<file path="src/sv/gre_pkg.sv">
`default_nettype none
// ----------------------------------------------------------------------------
// gre_pkg
// Shared types, constants and the 5x7 glyph ROM of the glyph row expander.
// ----------------------------------------------------------------------------
package gre_pkg;

    localparam int GLYPH_ROWS  = 7;
    localparam int CELL_WIDTH  = 6;
    localparam int MAX_SCALE   = 10;
    localparam int FONT_BITS   = 5;
    localparam int GLYPH_COUNT = 43;

    localparam int CODE_W  = 8;
    localparam int ROW_W   = 3;
    localparam int COLOR_W = 16;
    localparam int SCALE_W = 4;
    localparam int COL_W   = $clog2(CELL_WIDTH);
    localparam int SLOT_W  = $clog2(GLYPH_COUNT);
    localparam int CFG_IDX_W = 2;

    localparam int Q_DEPTH = 2;
    localparam int Q_AW    = $clog2(Q_DEPTH);
    localparam int Q_CW    = $clog2(Q_DEPTH + 1);

    localparam logic [CFG_IDX_W-1:0] CFG_PIXEL_SCALE = 2'd0;
    localparam logic [CFG_IDX_W-1:0] CFG_FG_COLOR    = 2'd1;
    localparam logic [CFG_IDX_W-1:0] CFG_BG_COLOR    = 2'd2;

    localparam logic [SCALE_W-1:0] SCALE_RESET = 4'd1;
    localparam logic [COLOR_W-1:0] FG_RESET    = 16'hFFFF;
    localparam logic [COLOR_W-1:0] BG_RESET    = 16'h0000;

    localparam logic [CODE_W-1:0] CHAR_ZERO  = 8'h30;
    localparam logic [CODE_W-1:0] CHAR_NINE  = 8'h39;
    localparam logic [CODE_W-1:0] CHAR_A     = 8'h41;
    localparam logic [CODE_W-1:0] CHAR_Z     = 8'h5A;
    localparam logic [CODE_W-1:0] CHAR_PLUS  = 8'h2B;
    localparam logic [CODE_W-1:0] CHAR_MINUS = 8'h2D;
    localparam logic [CODE_W-1:0] CHAR_DOT   = 8'h2E;
    localparam logic [CODE_W-1:0] CHAR_PCT   = 8'h25;
    localparam logic [CODE_W-1:0] CHAR_COLON = 8'h3A;
    localparam logic [CODE_W-1:0] CHAR_SLASH = 8'h2F;

    localparam logic [SLOT_W-1:0] SLOT_BLANK  = 6'd0;
    localparam logic [SLOT_W-1:0] SLOT_DIGIT0 = 6'd1;
    localparam logic [SLOT_W-1:0] SLOT_LETTER = 6'd11;
    localparam logic [SLOT_W-1:0] SLOT_PLUS   = 6'd37;
    localparam logic [SLOT_W-1:0] SLOT_MINUS  = 6'd38;
    localparam logic [SLOT_W-1:0] SLOT_DOT    = 6'd39;
    localparam logic [SLOT_W-1:0] SLOT_PCT    = 6'd40;
    localparam logic [SLOT_W-1:0] SLOT_COLON  = 6'd41;
    localparam logic [SLOT_W-1:0] SLOT_SLASH  = 6'd42;

    typedef logic [FONT_BITS-1:0] t_row_bits;
    typedef logic [GLYPH_ROWS-1:0][FONT_BITS-1:0] t_glyph;

    typedef struct packed {
        logic [CODE_W-1:0] char_code;
        logic [ROW_W-1:0]  font_row;
    } t_in_item;

    typedef struct packed {
        logic [COLOR_W-1:0] pixel_color;
        logic               lit;
        logic               last_pixel;
    } t_out_item;

    typedef struct packed {
        logic      push;
        t_row_bits bits;
    } t_q_write;

    typedef struct packed {
        logic      valid;
        t_row_bits bits;
    } t_q_read;

    function automatic logic [SLOT_W-1:0] rom_slot(input logic [CODE_W-1:0] code);
        logic [CODE_W-1:0] off;
        off = '0;
        if (code >= CHAR_ZERO && code <= CHAR_NINE) begin
            off = code - CHAR_ZERO;
            return SLOT_DIGIT0 + off[SLOT_W-1:0];
        end
        if (code >= CHAR_A && code <= CHAR_Z) begin
            off = code - CHAR_A;
            return SLOT_LETTER + off[SLOT_W-1:0];
        end
        unique case (code)
            CHAR_PLUS:  return SLOT_PLUS;
            CHAR_MINUS: return SLOT_MINUS;
            CHAR_DOT:   return SLOT_DOT;
            CHAR_PCT:   return SLOT_PCT;
            CHAR_COLON: return SLOT_COLON;
            CHAR_SLASH: return SLOT_SLASH;
            default:    return SLOT_BLANK;
        endcase
    endfunction

    // Row 0 sits in the highest element of the packed glyph.
    function automatic t_glyph glyph_rom(input logic [SLOT_W-1:0] slot);
        unique case (slot)
            6'd1:  return {5'd14, 5'd17, 5'd19, 5'd21, 5'd25, 5'd17, 5'd14};
            6'd2:  return {5'd4,  5'd12, 5'd4,  5'd4,  5'd4,  5'd4,  5'd14};
            6'd3:  return {5'd14, 5'd17, 5'd1,  5'd2,  5'd4,  5'd8,  5'd31};
            6'd4:  return {5'd30, 5'd1,  5'd1,  5'd14, 5'd1,  5'd1,  5'd30};
            6'd5:  return {5'd2,  5'd6,  5'd10, 5'd18, 5'd31, 5'd2,  5'd2};
            6'd6:  return {5'd31, 5'd16, 5'd16, 5'd30, 5'd1,  5'd1,  5'd30};
            6'd7:  return {5'd14, 5'd16, 5'd16, 5'd30, 5'd17, 5'd17, 5'd14};
            6'd8:  return {5'd31, 5'd1,  5'd2,  5'd4,  5'd8,  5'd8,  5'd8};
            6'd9:  return {5'd14, 5'd17, 5'd17, 5'd14, 5'd17, 5'd17, 5'd14};
            6'd10: return {5'd14, 5'd17, 5'd17, 5'd15, 5'd1,  5'd1,  5'd14};
            6'd11: return {5'd14, 5'd17, 5'd17, 5'd31, 5'd17, 5'd17, 5'd17};
            6'd12: return {5'd30, 5'd17, 5'd17, 5'd30, 5'd17, 5'd17, 5'd30};
            6'd13: return {5'd14, 5'd17, 5'd16, 5'd16, 5'd16, 5'd17, 5'd14};
            6'd14: return {5'd30, 5'd17, 5'd17, 5'd17, 5'd17, 5'd17, 5'd30};
            6'd15: return {5'd31, 5'd16, 5'd16, 5'd30, 5'd16, 5'd16, 5'd31};
            6'd16: return {5'd31, 5'd16, 5'd16, 5'd30, 5'd16, 5'd16, 5'd16};
            6'd17: return {5'd14, 5'd17, 5'd16, 5'd23, 5'd17, 5'd17, 5'd15};
            6'd18: return {5'd17, 5'd17, 5'd17, 5'd31, 5'd17, 5'd17, 5'd17};
            6'd19: return {5'd14, 5'd4,  5'd4,  5'd4,  5'd4,  5'd4,  5'd14};
            6'd20: return {5'd7,  5'd2,  5'd2,  5'd2,  5'd2,  5'd18, 5'd12};
            6'd21: return {5'd17, 5'd18, 5'd20, 5'd24, 5'd20, 5'd18, 5'd17};
            6'd22: return {5'd16, 5'd16, 5'd16, 5'd16, 5'd16, 5'd16, 5'd31};
            6'd23: return {5'd17, 5'd27, 5'd21, 5'd21, 5'd17, 5'd17, 5'd17};
            6'd24: return {5'd17, 5'd25, 5'd21, 5'd19, 5'd17, 5'd17, 5'd17};
            6'd25: return {5'd14, 5'd17, 5'd17, 5'd17, 5'd17, 5'd17, 5'd14};
            6'd26: return {5'd30, 5'd17, 5'd17, 5'd30, 5'd16, 5'd16, 5'd16};
            6'd27: return {5'd14, 5'd17, 5'd17, 5'd17, 5'd21, 5'd18, 5'd13};
            6'd28: return {5'd30, 5'd17, 5'd17, 5'd30, 5'd20, 5'd18, 5'd17};
            6'd29: return {5'd15, 5'd16, 5'd16, 5'd14, 5'd1,  5'd1,  5'd30};
            6'd30: return {5'd31, 5'd4,  5'd4,  5'd4,  5'd4,  5'd4,  5'd4};
            6'd31: return {5'd17, 5'd17, 5'd17, 5'd17, 5'd17, 5'd17, 5'd14};
            6'd32: return {5'd17, 5'd17, 5'd17, 5'd17, 5'd17, 5'd10, 5'd4};
            6'd33: return {5'd17, 5'd17, 5'd17, 5'd21, 5'd21, 5'd21, 5'd10};
            6'd34: return {5'd17, 5'd17, 5'd10, 5'd4,  5'd10, 5'd17, 5'd17};
            6'd35: return {5'd17, 5'd17, 5'd10, 5'd4,  5'd4,  5'd4,  5'd4};
            6'd36: return {5'd31, 5'd1,  5'd2,  5'd4,  5'd8,  5'd16, 5'd31};
            6'd37: return {5'd4,  5'd4,  5'd31, 5'd4,  5'd4,  5'd0,  5'd0};
            6'd38: return {5'd0,  5'd0,  5'd0,  5'd31, 5'd0,  5'd0,  5'd0};
            6'd39: return {5'd0,  5'd0,  5'd0,  5'd0,  5'd0,  5'd12, 5'd12};
            6'd40: return {5'd17, 5'd2,  5'd4,  5'd8,  5'd17, 5'd0,  5'd0};
            6'd41: return {5'd0,  5'd12, 5'd12, 5'd0,  5'd12, 5'd12, 5'd0};
            6'd42: return {5'd1,  5'd2,  5'd4,  5'd8,  5'd16, 5'd0,  5'd0};
            default: return '0;
        endcase
    endfunction

endpackage
`default_nettype wire

</file>
<file path="src/sv/gre_front.sv">
`default_nettype none
// ----------------------------------------------------------------------------
// gre_front
// Accepts character rows, looks up the glyph and writes the row bits to the
// queue.
// ----------------------------------------------------------------------------
module gre_front (
    input  wire logic             i_clk,
    input  wire logic             i_rst_n,
    input  wire logic             i_start,
    input  wire gre_pkg::t_in_item i_in,
    input  wire logic             i_q_full,
    output logic                  o_busy,
    output gre_pkg::t_q_write     o_q_wr
);

    gre_pkg::t_glyph             glyph;
    logic [gre_pkg::SLOT_W-1:0]  slot;
    logic [gre_pkg::ROW_W-1:0]   row_idx;

    always_comb begin
        slot    = gre_pkg::rom_slot(i_in.char_code);
        glyph   = gre_pkg::glyph_rom(slot);
        row_idx = gre_pkg::ROW_W'(gre_pkg::GLYPH_ROWS - 1) - i_in.font_row;
    end

    assign o_busy = i_q_full;

    always_comb begin
        o_q_wr.push = i_start && !i_q_full;
        if (i_in.font_row < gre_pkg::ROW_W'(gre_pkg::GLYPH_ROWS)) begin
            o_q_wr.bits = glyph[row_idx];
        end else begin
            o_q_wr.bits = '0;
        end
    end

    assert property (@(posedge i_clk) disable iff (!i_rst_n)
        o_q_wr.push |-> !o_busy)
        else $error("front pushed while busy");

    assert property (@(posedge i_clk) disable iff (!i_rst_n)
        (i_in.font_row == gre_pkg::ROW_W'(gre_pkg::GLYPH_ROWS)) |-> (o_q_wr.bits == '0))
        else $error("row past the glyph gave lit bits");

    assert property (@(posedge i_clk) disable iff (!i_rst_n)
        (i_start && !i_q_full) |-> o_q_wr.push)
        else $error("accepted row not pushed");

endmodule
`default_nettype wire

</file>
<file path="src/sv/gre_queue.sv">
`default_nettype none
// ----------------------------------------------------------------------------
// gre_queue
// Two-entry queue of glyph row bits between the front and the pixel
// sequencer.
// ----------------------------------------------------------------------------
module gre_queue (
    input  wire logic              i_clk,
    input  wire logic              i_rst_n,
    input  wire gre_pkg::t_q_write i_wr,
    input  wire logic              i_pop,
    output gre_pkg::t_q_read       o_rd,
    output logic                   o_full
);

    gre_pkg::t_row_bits            r_mem [gre_pkg::Q_DEPTH];
    logic [gre_pkg::Q_AW-1:0]      r_wptr, n_wptr;
    logic [gre_pkg::Q_AW-1:0]      r_rptr, n_rptr;
    logic [gre_pkg::Q_CW-1:0]      r_count, n_count;
    logic                          do_pop;

    assign do_pop    = i_pop && (r_count != '0);
    assign o_full    = (r_count == gre_pkg::Q_CW'(gre_pkg::Q_DEPTH));
    assign o_rd.valid = (r_count != '0);
    assign o_rd.bits  = r_mem[r_rptr];

    always_comb begin
        n_wptr  = r_wptr;
        n_rptr  = r_rptr;
        n_count = r_count;
        if (i_wr.push) begin
            n_wptr = (r_wptr == gre_pkg::Q_AW'(gre_pkg::Q_DEPTH - 1)) ? '0 : r_wptr + 1'b1;
        end
        if (do_pop) begin
            n_rptr = (r_rptr == gre_pkg::Q_AW'(gre_pkg::Q_DEPTH - 1)) ? '0 : r_rptr + 1'b1;
        end
        if (i_wr.push && !do_pop) begin
            n_count = r_count + 1'b1;
        end else if (!i_wr.push && do_pop) begin
            n_count = r_count - 1'b1;
        end
    end

    always_ff @(posedge i_clk) begin
        if (!i_rst_n) begin
            r_wptr  <= '0;
            r_rptr  <= '0;
            r_count <= '0;
        end else begin
            r_wptr  <= n_wptr;
            r_rptr  <= n_rptr;
            r_count <= n_count;
        end
    end

    always_ff @(posedge i_clk) begin
        if (i_wr.push) begin
            r_mem[r_wptr] <= i_wr.bits;
        end
    end

    assert property (@(posedge i_clk) disable iff (!i_rst_n)
        o_full |-> !i_wr.push)
        else $error("write into a full queue");

    assert property (@(posedge i_clk) disable iff (!i_rst_n)
        r_count <= gre_pkg::Q_CW'(gre_pkg::Q_DEPTH))
        else $error("queue count overflow");

    assert property (@(posedge i_clk) disable iff (!i_rst_n)
        (i_pop && r_count == '0) |=> (r_count == $past(i_wr.push ? 2'd1 : 2'd0)))
        else $error("pop of an empty queue changed the count");

endmodule
`default_nettype wire

</file>
<file path="src/sv/gre_back.sv">
`default_nettype none
// ----------------------------------------------------------------------------
// gre_back
// Pixel sequencer: walks the six cell columns of a glyph row, repeats each
// column by the scale and drives one pixel beat per cycle. Holds the
// configuration registers.
// ----------------------------------------------------------------------------
module gre_back (
    input  wire logic                             i_clk,
    input  wire logic                             i_rst_n,
    input  wire logic                             i_cfg_valid,
    input  wire logic [gre_pkg::CFG_IDX_W-1:0]    i_cfg_index,
    input  wire logic [gre_pkg::COLOR_W-1:0]      i_cfg_data,
    output logic                                  o_cfg_ready,
    input  wire gre_pkg::t_q_read                 i_q_rd,
    output logic                                  o_pop,
    output logic                                  o_res_valid,
    output gre_pkg::t_out_item                    o_res
);

    logic [gre_pkg::SCALE_W-1:0] r_scale;
    logic [gre_pkg::COLOR_W-1:0] r_fg;
    logic [gre_pkg::COLOR_W-1:0] r_bg;

    logic                        r_active, n_active;
    gre_pkg::t_row_bits          r_bits, n_bits;
    logic [gre_pkg::COL_W-1:0]   r_col, n_col;
    logic [gre_pkg::SCALE_W-1:0] r_rep, n_rep;
    logic                        r_out_valid, n_out_valid;
    gre_pkg::t_out_item          r_out, n_out;

    logic [gre_pkg::SCALE_W-1:0] scale_eff;
    logic                        col_end;
    logic                        row_end;
    logic                        on;
    logic [gre_pkg::COL_W-1:0]   bit_idx;

    assign o_cfg_ready = 1'b1;

    always_ff @(posedge i_clk) begin
        if (!i_rst_n) begin
            r_scale <= gre_pkg::SCALE_RESET;
            r_fg    <= gre_pkg::FG_RESET;
            r_bg    <= gre_pkg::BG_RESET;
        end else if (i_cfg_valid) begin
            unique case (i_cfg_index)
                gre_pkg::CFG_PIXEL_SCALE: r_scale <= i_cfg_data[gre_pkg::SCALE_W-1:0];
                gre_pkg::CFG_FG_COLOR:    r_fg    <= i_cfg_data;
                gre_pkg::CFG_BG_COLOR:    r_bg    <= i_cfg_data;
                default: ;
            endcase
        end
    end

    always_comb begin
        if (r_scale == '0) begin
            scale_eff = gre_pkg::SCALE_W'(1);
        end else if (r_scale > gre_pkg::SCALE_W'(gre_pkg::MAX_SCALE)) begin
            scale_eff = gre_pkg::SCALE_W'(gre_pkg::MAX_SCALE);
        end else begin
            scale_eff = r_scale;
        end
        col_end = (r_rep == scale_eff - 1'b1);
        row_end = col_end && (r_col == gre_pkg::COL_W'(gre_pkg::CELL_WIDTH - 1));
        bit_idx = gre_pkg::COL_W'(gre_pkg::FONT_BITS - 1) - r_col;
        on      = (r_col < gre_pkg::COL_W'(gre_pkg::FONT_BITS)) && r_bits[bit_idx];
    end

    assign o_pop = i_q_rd.valid && (!r_active || row_end);

    always_comb begin
        n_active    = r_active;
        n_bits      = r_bits;
        n_col       = r_col;
        n_rep       = r_rep;
        n_out_valid = r_active;
        n_out.pixel_color = on ? r_fg : r_bg;
        n_out.lit         = on;
        n_out.last_pixel  = row_end;
        if (r_active) begin
            if (col_end) begin
                n_rep = '0;
                n_col = r_col + 1'b1;
            end else begin
                n_rep = r_rep + 1'b1;
            end
            if (row_end) begin
                n_active = 1'b0;
            end
        end
        if (o_pop) begin
            n_active = 1'b1;
            n_bits   = i_q_rd.bits;
            n_col    = '0;
            n_rep    = '0;
        end
    end

    always_ff @(posedge i_clk) begin
        if (!i_rst_n) begin
            r_active    <= 1'b0;
            r_out_valid <= 1'b0;
            r_col       <= '0;
            r_rep       <= '0;
        end else begin
            r_active    <= n_active;
            r_out_valid <= n_out_valid;
            r_col       <= n_col;
            r_rep       <= n_rep;
        end
    end

    always_ff @(posedge i_clk) begin
        r_bits <= n_bits;
        r_out  <= n_out;
    end

    assign o_res_valid = r_out_valid;
    assign o_res       = r_out;

    assert property (@(posedge i_clk) disable iff (!i_rst_n)
        o_pop |=> r_active)
        else $error("sequencer idle after loading a row");

    assert property (@(posedge i_clk) disable iff (!i_rst_n)
        $fell(r_active) |-> (r_out_valid && r_out.last_pixel))
        else $error("sequencer stopped before the last pixel");

    assert property (@(posedge i_clk) disable iff (!i_rst_n)
        (r_out_valid && r_out.lit) |-> (r_out.pixel_color == $past(r_fg)))
        else $error("lit pixel without the foreground color");

    assert property (@(posedge i_clk) disable iff (!i_rst_n)
        r_active |-> (r_col < gre_pkg::COL_W'(gre_pkg::CELL_WIDTH)))
        else $error("column counter past the cell");

endmodule
`default_nettype wire

</file>
<file path="src/sv/glyph_row_pixel_expander.sv">
`default_nettype none
// ----------------------------------------------------------------------------
// glyph_row_pixel_expander
// 5x7 character generator: turns one glyph row of a character into a run of
// RGB565 pixels, each font column repeated by the pixel scale.
// ----------------------------------------------------------------------------
// Channel   Ports                                     Handshake
// input     i_start, o_busy, i_in                     beat when i_start && !o_busy
// config    i_cfg_valid, o_cfg_ready, i_cfg_index,    beat when valid && ready
//           i_cfg_data
// result    o_res_valid, o_res                        one beat per strobe cycle
//
// A row gives 6 * scale pixel beats, 6 to 60 of them, one per cycle from the pixel
// sequencer; rows in the queue follow with no gap.
// First pixel passes the row queue, sequencer row register and output register.
// o_busy rises while the two-entry row queue is full; results cannot stall.
// Reset is synchronous and restores scale 1, white foreground, black background.
// ----------------------------------------------------------------------------
module glyph_row_pixel_expander (
    input  wire logic                          i_clk,
    input  wire logic                          i_rst_n,
    input  wire logic                          i_start,
    output logic                               o_busy,
    input  wire gre_pkg::t_in_item             i_in,
    input  wire logic                          i_cfg_valid,
    output logic                               o_cfg_ready,
    input  wire logic [gre_pkg::CFG_IDX_W-1:0] i_cfg_index,
    input  wire logic [gre_pkg::COLOR_W-1:0]   i_cfg_data,
    output logic                               o_res_valid,
    output gre_pkg::t_out_item                 o_res
);

    gre_pkg::t_q_write q_wr;
    gre_pkg::t_q_read  q_rd;
    logic              q_full;
    logic              q_pop;

    gre_front u_front (
        .i_clk    (i_clk),
        .i_rst_n  (i_rst_n),
        .i_start  (i_start),
        .i_in     (i_in),
        .i_q_full (q_full),
        .o_busy   (o_busy),
        .o_q_wr   (q_wr)
    );

    gre_queue u_queue (
        .i_clk   (i_clk),
        .i_rst_n (i_rst_n),
        .i_wr    (q_wr),
        .i_pop   (q_pop),
        .o_rd    (q_rd),
        .o_full  (q_full)
    );

    gre_back u_back (
        .i_clk       (i_clk),
        .i_rst_n     (i_rst_n),
        .i_cfg_valid (i_cfg_valid),
        .i_cfg_index (i_cfg_index),
        .i_cfg_data  (i_cfg_data),
        .o_cfg_ready (o_cfg_ready),
        .i_q_rd      (q_rd),
        .o_pop       (q_pop),
        .o_res_valid (o_res_valid),
        .o_res       (o_res)
    );

endmodule
`default_nettype wire

</file>
<file path="config.mk">
export PLATFORM = sky130hd
export DESIGN_NAME = glyph_row_pixel_expander
export DESIGN_NICKNAME = d
export VERILOG_FILES = /design/src/sv/gre_pkg.sv /design/src/sv/gre_front.sv /design/src/sv/gre_queue.sv /design/src/sv/gre_back.sv /design/src/sv/glyph_row_pixel_expander.sv
export SDC_FILE = /design/constraint.sdc
export NUM_CORES = 1
export LEC_CHECK = 0
export ABC_AREA = 1
export BUFFER_PORTS_ARGS = -buffer_cell sky130_fd_sc_hd__buf_2
export CORE_ASPECT_RATIO = 1.1
export CORE_MARGIN = 1
export CORE_UTILIZATION = 55
export DETAILED_ROUTE_END_ITERATION = 10
export PLACE_DENSITY = 0.78
export SETUP_SLACK_MARGIN = 0.02
export SLEW_MARGIN = 20
export SYNTH_ARGS = -nofsm -noshare
export SYNTH_HDL_FRONTEND = slang
export SYNTH_HIERARCHICAL = 1
export SYNTH_SLANG_ARGS = --single-unit
</file>
<file path="constraint.sdc">
create_clock -name i_clk -period 4.21 [get_ports i_clk]
set_input_delay 1.263 -clock i_clk [delete_from_list [all_inputs] [get_ports i_clk]]
set_output_delay 1.263 -clock i_clk [all_outputs]
set_load 0.01 [all_outputs]
</file>
# Yosys cells after proc, flatten, opt, wreduce, memory -nomap -nowiden
# Memory sizes are Yosys's and may differ from the RTL's. A register that Yosys moved wholly into a read port is not among the register bits.
# Cells that the tools add are included.
# word_totals
ff_bits	67
mem_bits_rw	10
rom_bits	2240
output_inout_bits	21
wordCells	98
mem_count	2
# memory_table
memory	depth	width	rd	rd_clocked_by_memory_dff	write_ports	line_no	source
(name not given)	64	35	1	0	0	gre_pkg.sv:103	unique case (slot)
u_queue.r_mem	2	5	1	1	1	gre_queue.sv:16	gre_pkg::t_row_bits r_mem [gre_pkg::Q_DEPTH];
# op_classes
add_sub_neg	13
n_lt_le_gt_ge	9
n_eq_ne	11
n_mux	26
n_bitwise	1
reduce_logical	23
# ops
cell	n
8-bit by 6-bit == test with 1-bit output, second input constant	6
6-bit case mux with 6 select lines	1
6-bit 2-to-1 mux	4
16-bit 2-to-1 mux	1
5-bit binary-select mux with 3-bit select	1
4-bit 2-to-1 mux	3
1-bit 2-to-1 mux	11
5-bit 2-to-1 mux	2
1-bit logical AND	9
8-bit by 6-bit >= comparator with 1-bit output, second input constant	1
8-bit by 7-bit >= comparator with 1-bit output, second input constant	1
8-bit by 6-bit less-or-equal comparator with 1-bit output, second input constant	1
8-bit by 7-bit less-or-equal comparator with 1-bit output, second input constant	1
3-bit by 4-bit less-than comparator with 1-bit output, second input constant	2
2-bit AND reduction	4
1-bit by 6-bit adder with 6-bit output, first input constant	1
4-bit by 6-bit adder with 6-bit output, first input constant	1
3-bit less-than comparator, second input constant	2
3-bit subtractor, first input constant	2
6-bit by 1-bit subtractor with 6-bit output, second input constant	1
6-bit subtractor, second input constant	1
4-bit by 1-bit adder with 4-bit output, second input constant	1
2-bit == test, second input constant	2
4-bit == test	1
other kinds (17)	23

# Longest topological paths before layout
# logic_depth
ltp_word	12
depth_mapped	28
ltp_nobuf	27

# Hierarchy
# The synthesis kept the hierarchy.
# modules_own_cells
module	instances	cells_each	area_per_inst_um2	seq_area_each_um2
gre_front	1	561	2770.2	0.0
gre_back	1	344	2721.4	1411.4
gre_queue	1	51	595.6	400.4

# Worst setup path before layout
# Ideal clock, no wire load.
# synth_timing
path_kind	input port to flip-flop
from	input port i_in[4] (netlist name)
to	memory u_queue/r_mem[0][0] (netlist name), data pin
arrival_time_ns	3.446
required_time_ns	3.953
path_slack_ns	0.506
path_stages	22
n_path_buf	1
cell_sequence	inv_1 ha_1 inv_1 nor2_1 nand3_2 nand4_1 nand3_1 nand2_1 buf_4 inv_1 ha_1 nand4_1 nand2_1 nand2_1 nand3_1 nand3_1 nand2_1 nand3_1 nand2_1 nand2_1 nand2_1 nor2_1
# synth_rtl
element	line_no	source
from (decl)	glyph_row_pixel_expander.sv:24	input wire gre_pkg::t_in_item i_in,
to (decl)	gre_queue.sv:16	

==> results by group <==
Clocking
  • Clock Sinks: 83
  • Clock slew seen by the registers of the worst setup and hold paths: 0.06 ns
  • Hold-fix buffers at CTS: 0
  • Setup bufs post-CTS: 0
  • Clock Latency Late Sink: 0.33 ns
  • H-tree levels: 3
  • CTS tree: built
  • CTS Buf Count: 9
  • CTS root buf: clkbuf_16
  • Clk buf depth: 2

Placed design
  • Dpl ws: -0.05232 ns
  • Post-DP HPWL: 12950 um
  • Final GP Congestion: 1.043
  • Port Buffers: 52
  • Placed Cells: 1145

Timing
  • Final setup fails: 0
  • Min cycle time layout: 3.935 ns
  • Hold WS: 0.4462 ns
  • RSZ-0062 raised after global routing: no
  • Worst setup margin: 0.2748 ns
  • Setup tns final: 0 ns
  • Final Max Tran Viols: 0
  • Skew final: 0.004828 ns
  • Max Clock Freq: 254.1 MHz
  • Max_slew headroom: 0.5178
  • Least-Margin Pin Slew: 0.7233 ns
  • Final-report hold violation count: 0
  • Final Cycle Share: 0.9347

Detailed routing
  • Vias per cell: 5.605
  • Final wirelength: 17520 um
  • WL/cell: 15.09 um
  • Final ANT Viol Nets: 0
  • Via Count: 6507
  • Wire length on met1: 6856 um
  • TritonRoute pass-1 iters: 5
  • WL met3: 1607 um
  • Starting DRC count in detailed routing: 527
  • Highest routing layer actually used: met4
  • DRC Markers: 0
  • Met2 wire length: 8157 um

Global routing
  • Largest net degree at the start of global routing: 44
  • Grt ovf: 0
  • First-pass GRT wire length: 28260 um
  • Initial antenna violation count: 0
  • Number of global-route vias before repair: 6058
  • Tot GR Track Use: 0.3147

Critical path
  • CP max-delay cell: ha_1
  • Crit Path Category: input port to flip-flop
  • CP startpoint kind: input port
  • Reg2reg setup slack: 1.29 ns
  • Cell family with the largest share of critical-path delay: simple AND/OR/NAND/NOR gates
  • FF-to-FF Start: u_back/r_scale[1]
  • Crit-path max cell delay: 0.30 ns
  • Required time of the critical path: 4.29 ns
  • WP depth: 22
  • Buf/Inv on CP: 6
  • Arr. time, crit path: 4.02 ns
  • Crit path cell chain: buf_2, inv_1, ha_1, inv_1, nand2_1, nand3_1, nand2_2, nand2_2, nor2_1, nor2_4, buf_4, ha_1, nor2_1, inv_1, nor2_1, inv_1, o21ai_0, a21oi_1, o21ai_1, nand2_1, a21oi_1, nor2_1
  • R2R depth: 20
  • Worst Setup SP: i_in[4]
  • Worst setup path endpoint: u_queue/r_mem[1][0]
  • R2R Path End: u_queue/r_count[1]
  • Crit path capture type: flip-flop
  • Crit path max fanout: 11

Synth
  • Warning count from the yosys run: 6
  • Synthesized Nets: 1014
  • Top-count cell post-synth: nand2_1
  • Yosys reg bits: 83
  • Average size of a mapped cell: 6.367 um2
  • Post-synth top area cell: dfxtp_1
  • Ys async rst share: 0
  • Register area share after synthesis: 0.2976
  • Synth top area share: 0.2236
  • Number of enable flip-flop cells after synthesis: 15
  • Post-synth top cells: 322 x nand2_1, 114 x nand3_1, 106 x nor2_1
  • Post-synthesis instance area: 6087 um2
  • Count of unique library cells instantiated by Yosys: 46
  • Gate Count Post-Synth: 956
  • Top cells by area, synth: dfxtp_1 22%, nand2_1 20%, nand3_1 9.4%
  • Main synth FF type: dfxtp_1

Power and ir drop
  • Static Leakage: 0.003660 uW
  • Pwr Total: 2980 uW
  • PwrDens: 433.0 nW/um2
  • Max VDD drop: 342.2 uV

Die
  • Initial Util: 0.5749
  • Die Y: 112.3 um
  • Die Area: 11490 um2
  • Die W: 102.3 um
  • IO Count: 54
  • Site Rows: 39
  • Core footprint: 10590 um2

Cells and area
  • # nets final: 1071
  • Synthesis-to-layout area growth: 13.05%
  • Layout fillers: 998
  • Layout cells sized above 1: 0.1562
  • Layout Cells excl Fill: 1161
  • Antenna diode count: 0

Run status
  • Status: finished, final reports clean

Hold path
  • Tightest Hold Check Type: flip-flop to flip-flop

Flow run
  • Max-Cap Viols: 0
[metrics by stage]
step,util,cell area (um2)
finish,0.6499,6882
global placement,0.6190,6555
CTS,0.6497,6879
global route,0.6499,6882
detailed placement,0.6190,6555
floorplan,-,6087
[worst min path at each step]
stage | cells past startpoint | end | slack, ns | start
2_1_floorplan | 2 | u_back/o_res[10] | 0.42 | u_back/r_fg[8]
6_report | 2 | u_back/o_res[14] | 0.45 | u_back/r_bg[12]
3_3_place_gp | 2 | u_back/o_res[13] | 0.43 | u_back/r_fg[11]
3_5_place_dp | 2 | u_back/o_res[14] | 0.43 | u_back/r_bg[12]
4_1_cts | 2 | u_back/o_res[14] | 0.44 | u_back/r_bg[12]
5_1_grt | 2 | u_back/o_res[2] | 0.46 | u_back/r_fg[0]
[flip-flops by register name, summed over array words and instances, names as in the netlist, 2 cells and up, named ones only]
register / flops
u_back/r_bg: 16
u_queue/r_count: 2
u_back/r_rep: 4
u_back/o_res: 18
u_back/r_fg: 16
u_back/r_bits: 5
u_back/r_scale: 4
u_back/r_col: 3
u_queue/r_mem: 10
[report_power, final]
| group | switching [uW] | leakage [uW] | internal (uW) |
|---|---|---|---|
| logic | 714 | 0.00280 | 367 |
| clock network | 301 | 0.000158 | 514 |
| registers | 77.8 | 0.000703 | 1010 |
[worst register-to-register path, cell delays in order (launching register included)]
cell	delay, ns
dfxtp_1	0.34
nor2_1	0.14
nand2_1	0.07
nand2_1	0.09
nand2_1	0.08
ha_1	0.30
xor2_1	0.18
nand3_2	0.12
nor2_4	0.19
nand3_2	0.11
nand2_2	0.09
nand2_2	0.08
inv_1	0.19
o21a_2	0.19
inv_1	0.04
ha_1	0.29
inv_1	0.08
nand3_1	0.07
nand2_1	0.07
inv_1	0.04
nor2_1	0.10
[layer usage]
layer | up-vias | GRT usage
met5 | - | 0
met4 | 0 | 0.1790
met3 | 81 | 0.05479
met2 | 341 | 0.5280
met1 | 2886 | 0.3744
li1 | 3199 | -
[layout by cell type (no fill, tap or decap), types with 2 or more instances in the layout]
master     Yosys  routed
nand2_1      322     321
nand3_1      114     114
nor2_1       106     106
inv_1         75      75
dfxtp_1       68      68
buf_2         16      52
o21ai_0       42      42
a21oi_1       35      35
buf_4          7      34
ha_1          25      25
edfxtp_1      15      15
o21ai_1       12      12
nand2_2       10      11
nand4_1       11      11
clkbuf_16      0      10
inv_2         10      10
xor2_1         8       8
nor2_2         8       8
nand3_2        7       7
nand3b_1       5       5
o211ai_1       5       5
mux2_1         5       5
nor3_1         4       4
clkinv_4       0       3
nand2_4        3       3
nor2_4         3       3
nor3_4         2       2
o21a_1         2       2
o21ai_2        2       2
buf_12         0       2
[layout make-up]
cell class                      count  area (um2)  share of cell area
Timing Repair Buffer               88       555.5             0.08073
Clock inverter                      4       56.30            0.008182
Multi-Input combinational cell    745        3686              0.5356
Clock buffer                       12       267.8             0.03891
Sequential cell                    83        1812              0.2633
Tap cell                          143       178.9             0.02600
Inverter                           86       325.3             0.04727
[cell families after synthesis]
| family | synth area share |
|---|---|
| simple gates | 0.4333 |
| buf+inv | 0.09723 |
| compound gates | 0.09764 |
| flops | 0.2976 |
| fa+ha+maj | 0.05139 |
| xor+xnor | 0.01295 |
| mux | 0.009249 |
| other cells | 0.0006161 |
[what timing repair did]
| item | 4_1_cts | 5_1_grt |
|---|---|---|
| endpoints found under the hold margin | 0 | 0 |
| setup endpoints to repair | 0 | 2 |
| gates resized for setup | 0 | 1 |
(Power assumes the default switching activity.)
